### src/sv/sts_pkg.sv
// shared types and constants for the sphere triangle subdivider
package sts_pkg;
	localparam int FRAC_BITS  = 14;
	localparam int MAX_LEVEL  = 3;
	localparam int COORD_W    = 16;
	localparam int LEVEL_W    = 2;
	// squared sum of three halved 16 bit values fits in 32 bits
	localparam int SQ_W       = 32;
	localparam int ROOT_W     = SQ_W / 2;
	localparam int MAG_W      = COORD_W;
	localparam int NUM_W      = MAG_W + FRAC_BITS + 1;

	typedef logic signed [COORD_W-1:0] coord_t;
	typedef struct packed {
		coord_t z;
		coord_t y;
		coord_t x;
	} vec3_t;
	typedef struct packed {
		vec3_t c;
		vec3_t b;
		vec3_t a;
	} tri_t;

	typedef struct packed {
		logic  start;
		vec3_t p;
		vec3_t q;
	} nrm_req_t;
endpackage

### src/sv/sts_normalize.sv
// midpoint of two vertices scaled to unit length, bit-serial root and divide
module sts_normalize (
	input  logic              clk,
	input  logic              arst_n,
	input  sts_pkg::nrm_req_t req,
	output logic              done,
	output sts_pkg::vec3_t    result
);
	import sts_pkg::*;

	localparam logic [2:0] ST_IDLE = 3'd0;
	localparam logic [2:0] ST_SQ   = 3'd1;
	localparam logic [2:0] ST_ROOT = 3'd2;
	localparam logic [2:0] ST_DIV  = 3'd3;
	localparam logic [2:0] ST_DONE = 3'd4;

	logic [2:0]          state_q;
	coord_t              m_q [3];
	logic [1:0]          comp_q;
	logic [5:0]          cnt_q;
	logic [SQ_W-1:0]     acc_q;
	logic [SQ_W-1:0]     mcand_q;
	logic [MAG_W-1:0]    mplier_q;
	logic [SQ_W+1:0]     rem_q;
	logic [ROOT_W-1:0]   root_q;
	logic [NUM_W-1:0]    num_q;
	logic [NUM_W:0]      drem_q;
	logic [NUM_W-1:0]    quo_q;

	logic signed [COORD_W:0] sum_v [3];
	coord_t                  half_v [3];
	logic [MAG_W-1:0]        mag_v;
	logic [SQ_W+1:0]         trial_v;
	logic [SQ_W+1:0]         rem_sh_v;
	logic [NUM_W:0]          drem_sh_v;
	logic [NUM_W-1:0]        qv_v;
	coord_t                  sat_v;

	always_comb begin
		for (int k = 0; k < 3; k++) begin
			sum_v[k] = (k == 0) ? ({req.p.x[COORD_W-1], req.p.x} + {req.q.x[COORD_W-1], req.q.x})
			         : (k == 1) ? ({req.p.y[COORD_W-1], req.p.y} + {req.q.y[COORD_W-1], req.q.y})
			         :            ({req.p.z[COORD_W-1], req.p.z} + {req.q.z[COORD_W-1], req.q.z});
			// arithmetic shift gives floor of the half sum
			half_v[k] = sum_v[k][COORD_W:1];
		end
		mag_v     = m_q[comp_q][COORD_W-1] ? MAG_W'(-m_q[comp_q]) : MAG_W'(m_q[comp_q]);
		rem_sh_v  = {rem_q[SQ_W-1:0], acc_q[SQ_W-1 -: 2]};
		trial_v   = {{(SQ_W+2-ROOT_W-2){1'b0}}, root_q, 2'b01};
		drem_sh_v = {drem_q[NUM_W-1:0], num_q[NUM_W-1]};
		qv_v      = quo_q;
		if (qv_v > NUM_W'(1 << FRAC_BITS)) qv_v = NUM_W'(1 << FRAC_BITS);
		sat_v     = m_q[comp_q][COORD_W-1] ? coord_t'(-qv_v[COORD_W-1:0]) : coord_t'(qv_v[COORD_W-1:0]);
	end

	always_ff @(posedge clk or negedge arst_n) begin
		if (!arst_n) begin
			state_q <= ST_IDLE;
			comp_q  <= '0;
			cnt_q   <= '0;
		end else begin
			unique case (state_q)
				ST_IDLE: begin
					if (req.start) begin
						state_q <= ST_SQ;
						comp_q  <= '0;
						cnt_q   <= '0;
					end
				end
				ST_SQ: begin
					// one multiplier bit a cycle per component
					if (cnt_q == 6'(MAG_W - 1)) begin
						cnt_q <= '0;
						if (comp_q == 2'd2) begin
							comp_q  <= '0;
							state_q <= ST_ROOT;
						end else begin
							comp_q <= comp_q + 2'd1;
						end
					end else begin
						cnt_q <= cnt_q + 6'd1;
					end
				end
				ST_ROOT: begin
					if (cnt_q == 6'(ROOT_W - 1)) begin
						cnt_q   <= '0;
						state_q <= (acc_q == '0 && root_q == '0 && rem_sh_v < trial_v)
						           ? ST_DONE : ST_DIV;
					end else begin
						cnt_q <= cnt_q + 6'd1;
					end
				end
				ST_DIV: begin
					if (cnt_q == 6'(NUM_W)) begin
						cnt_q <= '0;
						if (comp_q == 2'd2) begin
							comp_q  <= '0;
							state_q <= ST_DONE;
						end else begin
							comp_q <= comp_q + 2'd1;
						end
					end else begin
						cnt_q <= cnt_q + 6'd1;
					end
				end
				ST_DONE: state_q <= ST_IDLE;
				default: state_q <= ST_IDLE;
			endcase
		end
	end

	always_ff @(posedge clk) begin
		unique case (state_q)
			ST_IDLE: begin
				for (int k = 0; k < 3; k++) m_q[k] <= half_v[k];
				acc_q    <= '0;
				rem_q    <= '0;
				root_q   <= '0;
			end
			ST_SQ: begin
				if (cnt_q == '0) begin
					mcand_q  <= SQ_W'(mag_v) << 1;
					mplier_q <= mag_v >> 1;
					if (mag_v[0]) acc_q <= acc_q + SQ_W'(mag_v);
				end else begin
					mcand_q  <= mcand_q << 1;
					mplier_q <= mplier_q >> 1;
					if (mplier_q[0]) acc_q <= acc_q + mcand_q;
				end
			end
			ST_ROOT: begin
				// one result bit a cycle, two radicand bits taken in
				acc_q <= acc_q << 2;
				if (rem_sh_v >= trial_v) begin
					rem_q  <= rem_sh_v - trial_v;
					root_q <= {root_q[ROOT_W-2:0], 1'b1};
				end else begin
					rem_q  <= rem_sh_v;
					root_q <= {root_q[ROOT_W-2:0], 1'b0};
				end
				if (cnt_q == 6'(ROOT_W - 1)) begin
					num_q  <= (NUM_W'(mag_v) << FRAC_BITS) + NUM_W'({1'b0, root_q[ROOT_W-2:0], (rem_sh_v >= trial_v)} >> 1);
					drem_q <= '0;
					quo_q  <= '0;
				end
			end
			ST_DIV: begin
				if (cnt_q == 6'(NUM_W)) begin
					m_q[comp_q] <= sat_v;
					num_q  <= (NUM_W'(m_q[comp_q + 2'd1][COORD_W-1]
					          ? MAG_W'(-m_q[comp_q + 2'd1]) : MAG_W'(m_q[comp_q + 2'd1])) << FRAC_BITS)
					          + NUM_W'(root_q >> 1);
					drem_q <= '0;
					quo_q  <= '0;
				end else begin
					num_q <= num_q << 1;
					if (drem_sh_v >= (NUM_W+1)'(root_q)) begin
						drem_q <= drem_sh_v - (NUM_W+1)'(root_q);
						quo_q  <= {quo_q[NUM_W-2:0], 1'b1};
					end else begin
						drem_q <= drem_sh_v;
						quo_q  <= {quo_q[NUM_W-2:0], 1'b0};
					end
				end
			end
			default: ;
		endcase
	end

	assign done     = (state_q == ST_DONE);
	assign result.x = m_q[0];
	assign result.y = m_q[1];
	assign result.z = m_q[2];

	a_done_one: assert property (@(posedge clk) disable iff (!arst_n) done |=> !done)
		else $error("done held");
	a_start_idle: assert property (@(posedge clk) disable iff (!arst_n)
		(state_q == ST_SQ) |-> (comp_q != 2'd3)) else $error("component overrun");
	a_seq: assert property (@(posedge clk) disable iff (!arst_n)
		done |-> $past(state_q == ST_DIV || state_q == ST_ROOT)) else $error("bad done");
endmodule

### src/sv/sphere_triangle_subdivider.sv
// recursive triangle splitter with unit-sphere midpoints
// a normalization steps through start, multiply steps for each component, root
// steps, divide steps for each component and done; a zero-length midpoint skips the divide
// each child triangle needs three; level L builds 4 + .. + 4^L children, so 252
// normalizations per item at level 3 and none at level 0
// one item at a time; a new item is taken once its last leaf is in the output register
// asynchronous active-low reset clears control, level and the output valid and last flags
module sphere_triangle_subdivider (
	input  logic         clk,
	input  logic         arst_n,
	input  logic         cfg_we,
	input  logic [7:0]   cfg_wdata,     // subdivision_level [1:0]
	input  logic         s_axis_tvalid,
	output logic         s_axis_tready,
	input  logic [143:0] s_axis_tdata,  // a_x a_y a_z b_x b_y b_z c_x c_y c_z
	output logic         m_axis_tvalid,
	input  logic         m_axis_tready,
	output logic [143:0] m_axis_tdata,  // leaf_a_x .. leaf_c_z
	output logic         m_axis_tlast   // last_leaf
);
	import sts_pkg::*;

	localparam logic [2:0] ST_IDLE  = 3'd0;
	localparam logic [2:0] ST_DECIDE= 3'd1;
	localparam logic [2:0] ST_NORM  = 3'd2;
	localparam logic [2:0] ST_WAIT  = 3'd3;
	localparam logic [2:0] ST_EMIT  = 3'd4;
	localparam logic [2:0] ST_UP    = 3'd5;

	logic [2:0]        state_q;
	logic [LEVEL_W-1:0] level_q;
	logic [LEVEL_W-1:0] depth_q;
	logic [1:0]        pos_q [MAX_LEVEL];
	tri_t              tri_q [MAX_LEVEL+1];
	vec3_t             mid_q [3];
	logic [1:0]        nsel_q;
	logic              last_q;
	logic              out_valid_q;
	tri_t              out_tri_q;

	nrm_req_t req;
	logic     ndone;
	vec3_t    nres;
	tri_t     cur;
	logic     all_last;

	assign cur = tri_q[depth_q];

	always_comb begin
		req.start = (state_q == ST_NORM);
		unique case (nsel_q)
			2'd0:    begin req.p = cur.a; req.q = cur.b; end
			2'd1:    begin req.p = cur.b; req.q = cur.c; end
			default: begin req.p = cur.c; req.q = cur.a; end
		endcase
		all_last = 1'b1;
		for (int d = 0; d < MAX_LEVEL; d++)
			if (LEVEL_W'(d) < level_q && pos_q[d] != 2'd3) all_last = 1'b0;
	end

	sts_normalize u_norm (
		.clk    (clk),
		.arst_n (arst_n),
		.req    (req),
		.done   (ndone),
		.result (nres)
	);

	assign s_axis_tready = (state_q == ST_IDLE);

	always_ff @(posedge clk or negedge arst_n) begin
		if (!arst_n) begin
			state_q     <= ST_IDLE;
			level_q     <= '0;
			depth_q     <= '0;
			nsel_q      <= '0;
			out_valid_q <= 1'b0;
			last_q      <= 1'b0;
			for (int d = 0; d < MAX_LEVEL; d++) pos_q[d] <= '0;
		end else begin
			if (cfg_we) level_q <= cfg_wdata[LEVEL_W-1:0];
			if (state_q == ST_EMIT && (!out_valid_q || m_axis_tready))
				out_valid_q <= 1'b1;
			else if (m_axis_tready)
				out_valid_q <= 1'b0;
			unique case (state_q)
				ST_IDLE: begin
					if (s_axis_tvalid) begin
						depth_q <= '0;
						for (int d = 0; d < MAX_LEVEL; d++) pos_q[d] <= '0;
						state_q <= ST_DECIDE;
					end
				end
				ST_DECIDE: begin
					if (depth_q >= level_q) begin
						state_q <= ST_EMIT;
					end else begin
						nsel_q  <= '0;
						state_q <= ST_NORM;
					end
				end
				ST_NORM: state_q <= ST_WAIT;
				ST_WAIT: begin
					if (ndone) begin
						if (nsel_q == 2'd2) begin
							depth_q <= depth_q + 2'd1;
							state_q <= ST_DECIDE;
						end else begin
							nsel_q  <= nsel_q + 2'd1;
							state_q <= ST_NORM;
						end
					end
				end
				ST_EMIT: begin
					if (!out_valid_q || m_axis_tready) begin
						last_q      <= all_last;
						state_q     <= all_last ? ST_IDLE : ST_UP;
					end
				end
				ST_UP: begin
					// climb to the nearest depth with a sibling left
					if (pos_q[depth_q - 2'd1] == 2'd3) begin
						pos_q[depth_q - 2'd1] <= '0;
						depth_q <= depth_q - 2'd1;
					end else begin
						pos_q[depth_q - 2'd1] <= pos_q[depth_q - 2'd1] + 2'd1;
						depth_q <= depth_q - 2'd1;
						nsel_q  <= '0;
						state_q <= ST_NORM;
					end
				end
				default: state_q <= ST_IDLE;
			endcase
		end
	end

	always_ff @(posedge clk) begin
		if (state_q == ST_IDLE && s_axis_tvalid) tri_q[0] <= s_axis_tdata;
		if (state_q == ST_WAIT && ndone) begin
			mid_q[nsel_q] <= nres;
			if (nsel_q == 2'd2) begin
				unique case (pos_q[depth_q[1:0] == 2'd3 ? 2'd2 : depth_q])
					2'd0: tri_q[depth_q + 2'd1] <= '{a: cur.a,    b: mid_q[0], c: nres};
					2'd1: tri_q[depth_q + 2'd1] <= '{a: mid_q[0], b: cur.b,    c: mid_q[1]};
					2'd2: tri_q[depth_q + 2'd1] <= '{a: nres,     b: mid_q[0], c: mid_q[1]};
					default: tri_q[depth_q + 2'd1] <= '{a: cur.c, b: nres,     c: mid_q[1]};
				endcase
			end
		end
		if (state_q == ST_EMIT && (!out_valid_q || m_axis_tready)) out_tri_q <= cur;
	end

	assign m_axis_tvalid = out_valid_q;
	assign m_axis_tdata  = out_tri_q;
	assign m_axis_tlast  = last_q;

	a_in_idle: assert property (@(posedge clk) disable iff (!arst_n)
		(s_axis_tvalid && s_axis_tready) |=> (state_q == ST_DECIDE)) else $error("accept lost");
	a_depth: assert property (@(posedge clk) disable iff (!arst_n)
		(state_q == ST_EMIT) |-> (depth_q >= level_q)) else $error("leaf too shallow");
	a_out_hold: assert property (@(posedge clk) disable iff (!arst_n)
		(m_axis_tvalid && !m_axis_tready) |=>
		(m_axis_tvalid && $stable(m_axis_tdata) && $stable(m_axis_tlast)))
		else $error("output item changed while waiting");
endmodule
### config.mk
export PLATFORM = sky130hd
export DESIGN_NAME = sphere_triangle_subdivider
export DESIGN_NICKNAME = d
export VERILOG_FILES = /design/src/sv/sts_pkg.sv /design/src/sv/sts_normalize.sv /design/src/sv/sphere_triangle_subdivider.sv
export SDC_FILE = /design/constraint.sdc
export NUM_CORES = 2
export LEC_CHECK = 0
export BUFFER_PORTS_ARGS = -buffer_cell sky130_fd_sc_hd__buf_2
export CORE_ASPECT_RATIO = 0.8
export CORE_MARGIN = 3
export CORE_UTILIZATION = 56
export DETAILED_ROUTE_END_ITERATION = 10
export HOLD_SLACK_MARGIN = 0.05
export PLACE_DENSITY = 0.76
export SLEW_MARGIN = 25
export SYNTH_ARGS = -nofsm -noshare
export SYNTH_HDL_FRONTEND = slang
export SYNTH_SLANG_ARGS = --single-unit
### constraint.sdc
create_clock -name clk -period 18.8 [get_ports clk]
set_input_delay 1.88 -clock clk [delete_from_list [all_inputs] [get_ports clk]]
set_output_delay 1.88 -clock clk [all_outputs]
set_load 0.02 [all_outputs]
=== Yosys cells after proc, flatten, opt, wreduce, memory -nomap -nowiden ===
Memory sizes are Yosys's and may differ from the RTL's.
Cells that the tools add are included.

* Flip-flop bits (word level): 393
* Memory bits (writable): 768
* Input port bits: 157
* Output and inout port bits: 147
* Word-level logic and storage cells: 258
* Memories kept: 3

* Add/subtract/negate cells: 18
* $lt $le $gt $ge: 11
* Equal/unequal tests: 36
* Muxes and demuxes: 112
* Bitwise operators: 7
* Reductions and logical operators: 41

{| class="wikitable"
|+ Memories
! memory !! words !! width !! rd ports !! clocked after memory_dff !! write ports !! RTL line !! source
|-
| tri_q || 4 || 144 || 1 || 0 || 1 || sphere_triangle_subdivider.sv:34 || <nowiki>tri_t tri_q [MAX_LEVEL+1];</nowiki>
|-
| mid_q || 3 || 48 || 2 || 0 || 1 || sphere_triangle_subdivider.sv:35 || <nowiki>vec3_t mid_q [3];</nowiki>
|-
| u_norm.m_q || 3 || 16 || 5 || 0 || 3 || sts_normalize.sv:18 || <nowiki>coord_t m_q [3];</nowiki>
|}

{| class="wikitable"
|+ Operators with widths
! operator !! number
|-
| 2-to-1 mux 144 bit || 4
|-
| 2-to-1 mux 31 bit || 7
|-
| case mux 96 bit (2 select lines) || 1
|-
| case mux 31 bit (2 select lines) || 3
|-
| OR reduction 144 bit || 1
|-
| 2-to-1 mux 32 bit || 4
|-
| case mux 32 bit (3 select lines) || 1
|-
| 2-to-1 mux 16 bit || 4
|-
| case mux 32 bit (2 select lines) || 1
|-
| adder 16 x 16 -> 17 bit || 3
|-
| negator 16 bit || 3
|-
| 2-to-1 mux 2 bit || 20
|-
| 2-to-1 mux 3 bit || 13
|-
| greater-or-equal comparator 34 x 18 -> 1 bit || 1
|-
| less-than comparator 34 x 18 -> 1 bit || 1
|-
| 2-to-1 mux 1 bit || 34
|-
| 2-to-1 mux 17 bit || 2
|-
| adder 32 x 16 -> 32 bit || 1
|-
| adder 32 bit || 1
|-
| greater-or-equal comparator 32 x 16 -> 1 bit || 1
|-
| logical NOT 32 bit || 1
|-
| case mux 16 bit (2 select lines) || 1
|-
| subtractor 32 x 18 -> 32 bit || 1
|-
| adder 30 x 15 -> 31 bit || 1
|-
| 53 further kinds || 115
|}

=== Longest topological paths before layout ===
* Depth in word-level cells: 16
* Gate-level depth with buffers: 22
* Depth with buffers taken out: 20

=== Modules after synthesis ===
A second synthesis with hierarchy kept.

* Cell total of the unflattened synthesis: 4444
* Area, all modules: 56160.1 um^2

{| class="wikitable"
|+ Modules (own cells, without submodules)
! module !! instances !! cells each !! area an instance (um^2) !! seq. area each (um^2)
|-
| sphere_triangle_subdivider || 1 || 2377 || 35594.1 || 24928.9
|-
| sts_normalize || 1 || 2067 || 20566.0 || 8773.4
|}

=== Least setup slack after synthesis ===
No wires, ideal clock.

* Path kind: reg-to-reg
* Start: reg depth_q[0]
* End: mem tri_q[0][0] in the netlist's numbering (enable)
* Library setup time: 0.860 ns
* Arrival: 13.745 ns
* Required time: 17.940 ns
* Path slack: 4.195 ns
* Stages on the path, launching flop included: 11
* Buffers on the path: 6
* Period minus slack after synthesis: 14.605 ns
* Path through: dfrtp_1 -> clkbuf_1 -> buf_2 -> buf_2 -> clkbuf_1 -> buf_1 -> clkinv_1 -> ha_1 -> buf_1 -> inv_1 -> o31ai_1

* Longest elaborated chain between the ends: 16
* Elaborated cells on any way between the ends: 33
* Those cells by class: add/sub (1); eq/ne (3); mux (22); bitwise (4); reduce/logical (3)

{| class="wikitable"
|+ Ends and longest elaborated chain
! what !! RTL line !! source
|-
| start, declared || sphere_triangle_subdivider.sv:32 || <nowiki>logic [LEVEL_W-1:0] depth_q;</nowiki>
|-
| start signal, assigned || sphere_triangle_subdivider.sv:106 || <nowiki>depth_q <= depth_q + 2'd1;</nowiki>
|-
| start signal, assigned || sphere_triangle_subdivider.sv:124 || <nowiki>depth_q <= depth_q - 2'd1;</nowiki>
|-
| start signal, assigned || sphere_triangle_subdivider.sv:127 || <nowiki>depth_q <= depth_q - 2'd1;</nowiki>
|-
| == test 2 bit || sphere_triangle_subdivider.sv:142 || <nowiki>unique case (pos_q[depth_q[1:0] == 2'd3 ? 2'd2 : depth_q])</nowiki>
|-
| 2-to-1 mux 2 bit || sphere_triangle_subdivider.sv:142 ||
|-
| inverter 2 -> 3 bit || sphere_triangle_subdivider.sv:142 ||
|-
| binary-select mux 2 bit (select 2 bit) || sphere_triangle_subdivider.sv:142 ||
|-
| 2-to-1 mux 2 bit (2 in series) || sphere_triangle_subdivider.sv:142 ||
|-
| == test 2 x 1 -> 1 bit or logical NOT 2 bit (tied branches) || sphere_triangle_subdivider.sv:142 ||
|-
| 2-to-1 mux 1 bit || sphere_triangle_subdivider.sv:142 ||
|-
| 2-to-1 mux 1 bit || sphere_triangle_subdivider.sv:141 || <nowiki>if (nsel_q == 2'd2) begin</nowiki>
|-
| 2-to-1 mux 1 bit || sphere_triangle_subdivider.sv:139 || <nowiki>if (state_q == ST_WAIT && ndone) begin</nowiki>
|-
| 2-to-1 mux 1 bit, on equally long branches || sphere_triangle_subdivider.sv:144, sphere_triangle_subdivider.sv:143 ||
|-
| OR 1 bit (no line) (3 in series) || -- ||
|-
| OR reduction 144 bit (no line) || -- ||
|-
| 2-to-1 mux 2 bit (no line) or 2-to-1 mux 1 bit (tied branches) || -- ||
|-
| end, declared || sphere_triangle_subdivider.sv:34 ||
|}

Parallel ways exist; a longest one is shown, timed or not. The select of a mux whose other input is x is not followed.

=== Final worst setup path ===
* Start: reg u_norm.comp_q[0]
* End: reg u_norm.acc_q[31] (data pin)

* Longest elaborated chain between the ends: 7

{| class="wikitable"
|+ Ends and longest elaborated chain
! what !! RTL line !! source
|-
| start, declared || sts_normalize.sv:19 || <nowiki>logic [1:0] comp_q;</nowiki>
|-
| start signal, assigned || sts_normalize.sv:78 || <nowiki>comp_q <= comp_q + 2'd1;</nowiki>
|-
| start signal, assigned || sts_normalize.sv:100 || <nowiki>comp_q <= comp_q + 2'd1;</nowiki>
|-
| memory (3 x 16 bit) * || -- ||
|-
| negator 16 bit || sts_normalize.sv:47 || <nowiki>mag_v = m_q[comp_q][COORD_W-1] ? MAG_W'(-m_q[comp_q]) : MAG_W'(m_q[comp_q]);</nowiki>
|-
| 2-to-1 mux 16 bit * || sts_normalize.sv:47 ||
|-
| adder 32 x 16 -> 32 bit * || sts_normalize.sv:124 || <nowiki>if (mag_v[0]) acc_q <= acc_q + SQ_W'(mag_v);</nowiki>
|-
| 2-to-1 mux 32 bit * || sts_normalize.sv:124 ||
|-
| 2-to-1 mux 32 bit * || sts_normalize.sv:121 || <nowiki>if (cnt_q == '0) begin</nowiki>
|-
| case mux 32 bit (3 select lines) * || sts_normalize.sv:113 || <nowiki>unique case (state_q)</nowiki>
|-
| end signal, assigned || sts_normalize.sv:124 ||
|-
| end signal, assigned || sts_normalize.sv:128 || <nowiki>if (mplier_q[0]) acc_q <= acc_q + mcand_q;</nowiki>
|-
| end signal, assigned || sts_normalize.sv:133 || <nowiki>acc_q <= acc_q << 2;</nowiki>
|-
| end, declared || sts_normalize.sv:21 || <nowiki>logic [SQ_W-1:0] acc_q;</nowiki>
|}

Mark *: on every way between the ends. The rest lies on a longest branch, timed or not. The select of a mux whose other input is x is not followed.
A chain may end at the register's enable or synchronous reset.

==> impl_metrics.yaml <==
run_status:
  run_status: "finished clean"
route:
  drt_iter0_drc: 5801
  wl_per_cell_microns: 26.0
  routed_via_density: 6.57
  wirelength_microns: 156000
  drc: 0
  wl_met2_microns: 67100
  highest_layer: "met4"
  first_pass_iters: 8
  detail-route-antenna-nets: 0
  vias: 39400
  wirelength_met1_microns: 61600
  wl_met3_microns: 21100
floorplanning:
  fp.coreArea_sq_mm: 0.0974
  rows: 102
  start_util: 0.569
  die_w_microns: 358
  die-area_sq_mm: 0.103
  die_h_microns: 287
  io_pins: 304
placement:
  dpl_cell_area_sq_mm: 0.0582
  gp_congestion: 0.933
  preCtsSetupSlack_ns: 12.10
  place.detailed.hpwl_microns: 103000
  portBuffers: 297
setup_path:
  crit_type: "register to register"
  cp_max_fo: 35
  cp_slowest_cell: "mux4_2"
  crit_required_ns: 19.24
  end_kind: "register"
  max_stage_delay_ns: 0.67
  path_common_cell: "a211o_1"
  crit_family: "compound AO/OA/AOI/OAI gates"
  cp-start-kind: "register"
  path_buf_inv: 1
  crit_chain: "buf_4, mux4_2, or4_1, or4_1, o21ai_0, xor2_1, nand2_1, o21a_1, ha_1, a211o_1, a211o_1, a31oi_1, o311a_1, nor4b_1, a211o_1, o21a_1, a31oi_1, mux2i_1, a221o_1"
  worstPathArrival_ns: 7.25
clock_network:
  h-tree-depth: 3
  cts.sinks: 1127
  path_clk_slew_ns: 0.06
  clockRootBuffer: "clkbuf_16"
  cts_tree: "yes"
  cts_resized: 0
  cts_hold_buf: 0
  clk_path_buf_depth: 3
  cts_buffers: 109
  clock_latency_ns: 0.71
  cts_setup_buffers: 0
timing:
  tns_ns: 0
  maxSlewViolCount: 0
  hold_ws_ns: 0.499
  fin_crit_sh: 0.362
  rsz0062_at_grt: "no"
  hold_viol_final: 0
  finClkSkew_ns: 0.0702
  final.min_clock_period_ns: 6.81
  tightest_slew_ns: 1.06
  relSlewSlack: 0.295
  setup-violations-final: 0
  setup_slack_ns: 11.99
  fmax_mhz: 147
yosys:
  synth.distinct_cells: 77
  ys_warn_count: 0
  avgSynthCellArea_sq_um: 12.6
  synth_edf_count: 1099
  async_flop_share: 0.0248
  syn-num-nets: 4680
  ys_dominant_reg_cell: "edfxtp_1"
  ys_ff_latch: 1127
  seq_area_frac_synth: 0.609
  syn-instance-count: 4383
  netlist_area_sq_mm: 0.0554
min_path:
  hp-class: "register to register"
layout:
  mostFrequentLayoutCell: "edfxtp_1"
  multi_input_area_sq_mm: 0.0205
  finalNetCount: 4906
  area_growth_pct: 11.9
  register_area_sq_mm: 0.0337
  drive_gt1_frac: 0.172
  n_fill_cell: 7093
  final_cell_mix: "edfxtp_1, nand2_1, a21oi_1"
  final_util: 0.636
  design_area_sq_mm: 0.0620
grt:
  antenna_found_initial: 3
  grt_overflow: 0
  grt_pass1_vias: 37200
  track_usage: 0.302
  grt_pass1_wl_microns: 234000
  grt_max_degree: 145
job:
  maxCapViolations: 0
power_and_ir_drop:
  peakVddDrop_v: 0.0000740
  p_leak_nw: 22.2
  p_per_area_mw_per_mm2: 82.7
-- registers in the layout, indices dropped and copies added, names as in the netlist, 3 cells and up --
register and cells:
u_norm.drem_q 31, u_norm.cnt_q 6, state_q 3, u_norm.mcand_q 31
pos_q 6, mid_q 96, u_norm.mplier_q 15, u_norm.rem_q 32
u_norm.state_q 3, u_norm.root_q 16, tri_q 576, u_norm.m_q 64
u_norm.acc_q 32, u_norm.quo_q 31, m_axis_tdata 144, u_norm.num_q 31
-- per-layer routing --
| layer | track usage | up-vias |
|---|---|---|
| met1 | 0.454 | 19300 |
| met2 | 0.434 | 2659 |
| met4 | 0.113 | 0 |
| li1 | - | 17100 |
| met3 | 0.0666 | 355 |
| met5 | 0 | - |
-- layout make-up --
cell class              instances  area share
clock buffers                 123      0.0454
flip-flops and latches       1127       0.544
repair buffers                358      0.0318
multi-input cells            2926       0.332
well taps                    1300      0.0262
clock inverters                78      0.0158
inverters                      87     0.00527
diodes                          1   0.0000404
-- where the power goes --
part | total (W) | switching (W) | leakage, nW | internal [W]
Combinational | 0.0000542 | 0.0000368 | 10.3 | 0.0000174
Clock | 0.00234 | 0.000983 | 1.82 | 0.00135
Sequential | 0.00274 | 0.000000465 | 10.0 | 0.00273
-- metrics by stage --
stage | instances | power [W]
global route | 5999 | 0.00525
global placement | 5798 | 0.00284
CTS | 5999 | 0.00514
detailed placement | 5798 | 0.00284
floorplan | 4383 | 0.00281
finish | 6000 | 0.00513
-- Yosys cell counts (all sizes together) (11+ instances only) --
cell	count	share of area
or4	11	0.0016
and2	42	0.0047
a21oi	307	0.028
a211oi	16	0.0023
nand4	19	0.0021
inv	85	0.0058
ha	135	0.031
nor2	244	0.017
or3	43	0.0050
o22a	23	0.0036
nor4	31	0.0035
o21a	40	0.0054
dfrtp	28	0.013
mux2	12	0.0024
o21ai	310	0.028
a31oi	36	0.0041
a22oi	94	0.013
o221ai	24	0.0038
xor2	62	0.0098
a21boi	11	0.0015
xnor2	90	0.014
edfxtp	1099	0.60
mux2i	79	0.014
a31o	32	0.0051
mux4	177	0.072
nor2b	23	0.0027
o31ai	18	0.0024
nand2b	17	0.0019
nand2	694	0.047
and3	51	0.0059
o21bai	15	0.0020
nand3	42	0.0038
clkbuf	182	0.012
a22o	11	0.0017
nor3	48	0.0043
buf	61	0.0049
or2	19	0.0021
a21o	45	0.0061
-- path summary, 6_finish.rpt --
path                       slack, ns           startpoint  cells past startpoint             endpoint
max                            11.99     u_norm.comp_q[0]                     19     u_norm.acc_q[31]
min in group asynchronous       1.23               arst_n                      1           level_q[0]
max in group asynchronous      17.03               arst_n                      1           depth_q[1]
max reg2reg                    11.99     u_norm.comp_q[0]                     19     u_norm.acc_q[31]
min reg2reg                     0.50  u_norm.mplier_q[12]                      1  u_norm.mplier_q[11]
min                             0.50  u_norm.mplier_q[12]                      1  u_norm.mplier_q[11]
-- cells by family (layout without fill, tap and decap cells) --
family                   count (synthesis)  count (layout)  share of synthesized area
other                                    0               1                          0
multiplexers                           268             268                     0.0887
AO/OA/AOI/OAI                         1048            1048                      0.117
adder cells (fa/ha/maj)                140             140                     0.0323
buffers and inverters                  330             646                     0.0231
flip-flops                            1127            1127                      0.609
AND/OR/NAND/NOR                       1318            1318                      0.107
XOR/XNOR                               152             152                     0.0240
No activity file was read; power rests on OpenSTA's default activity.
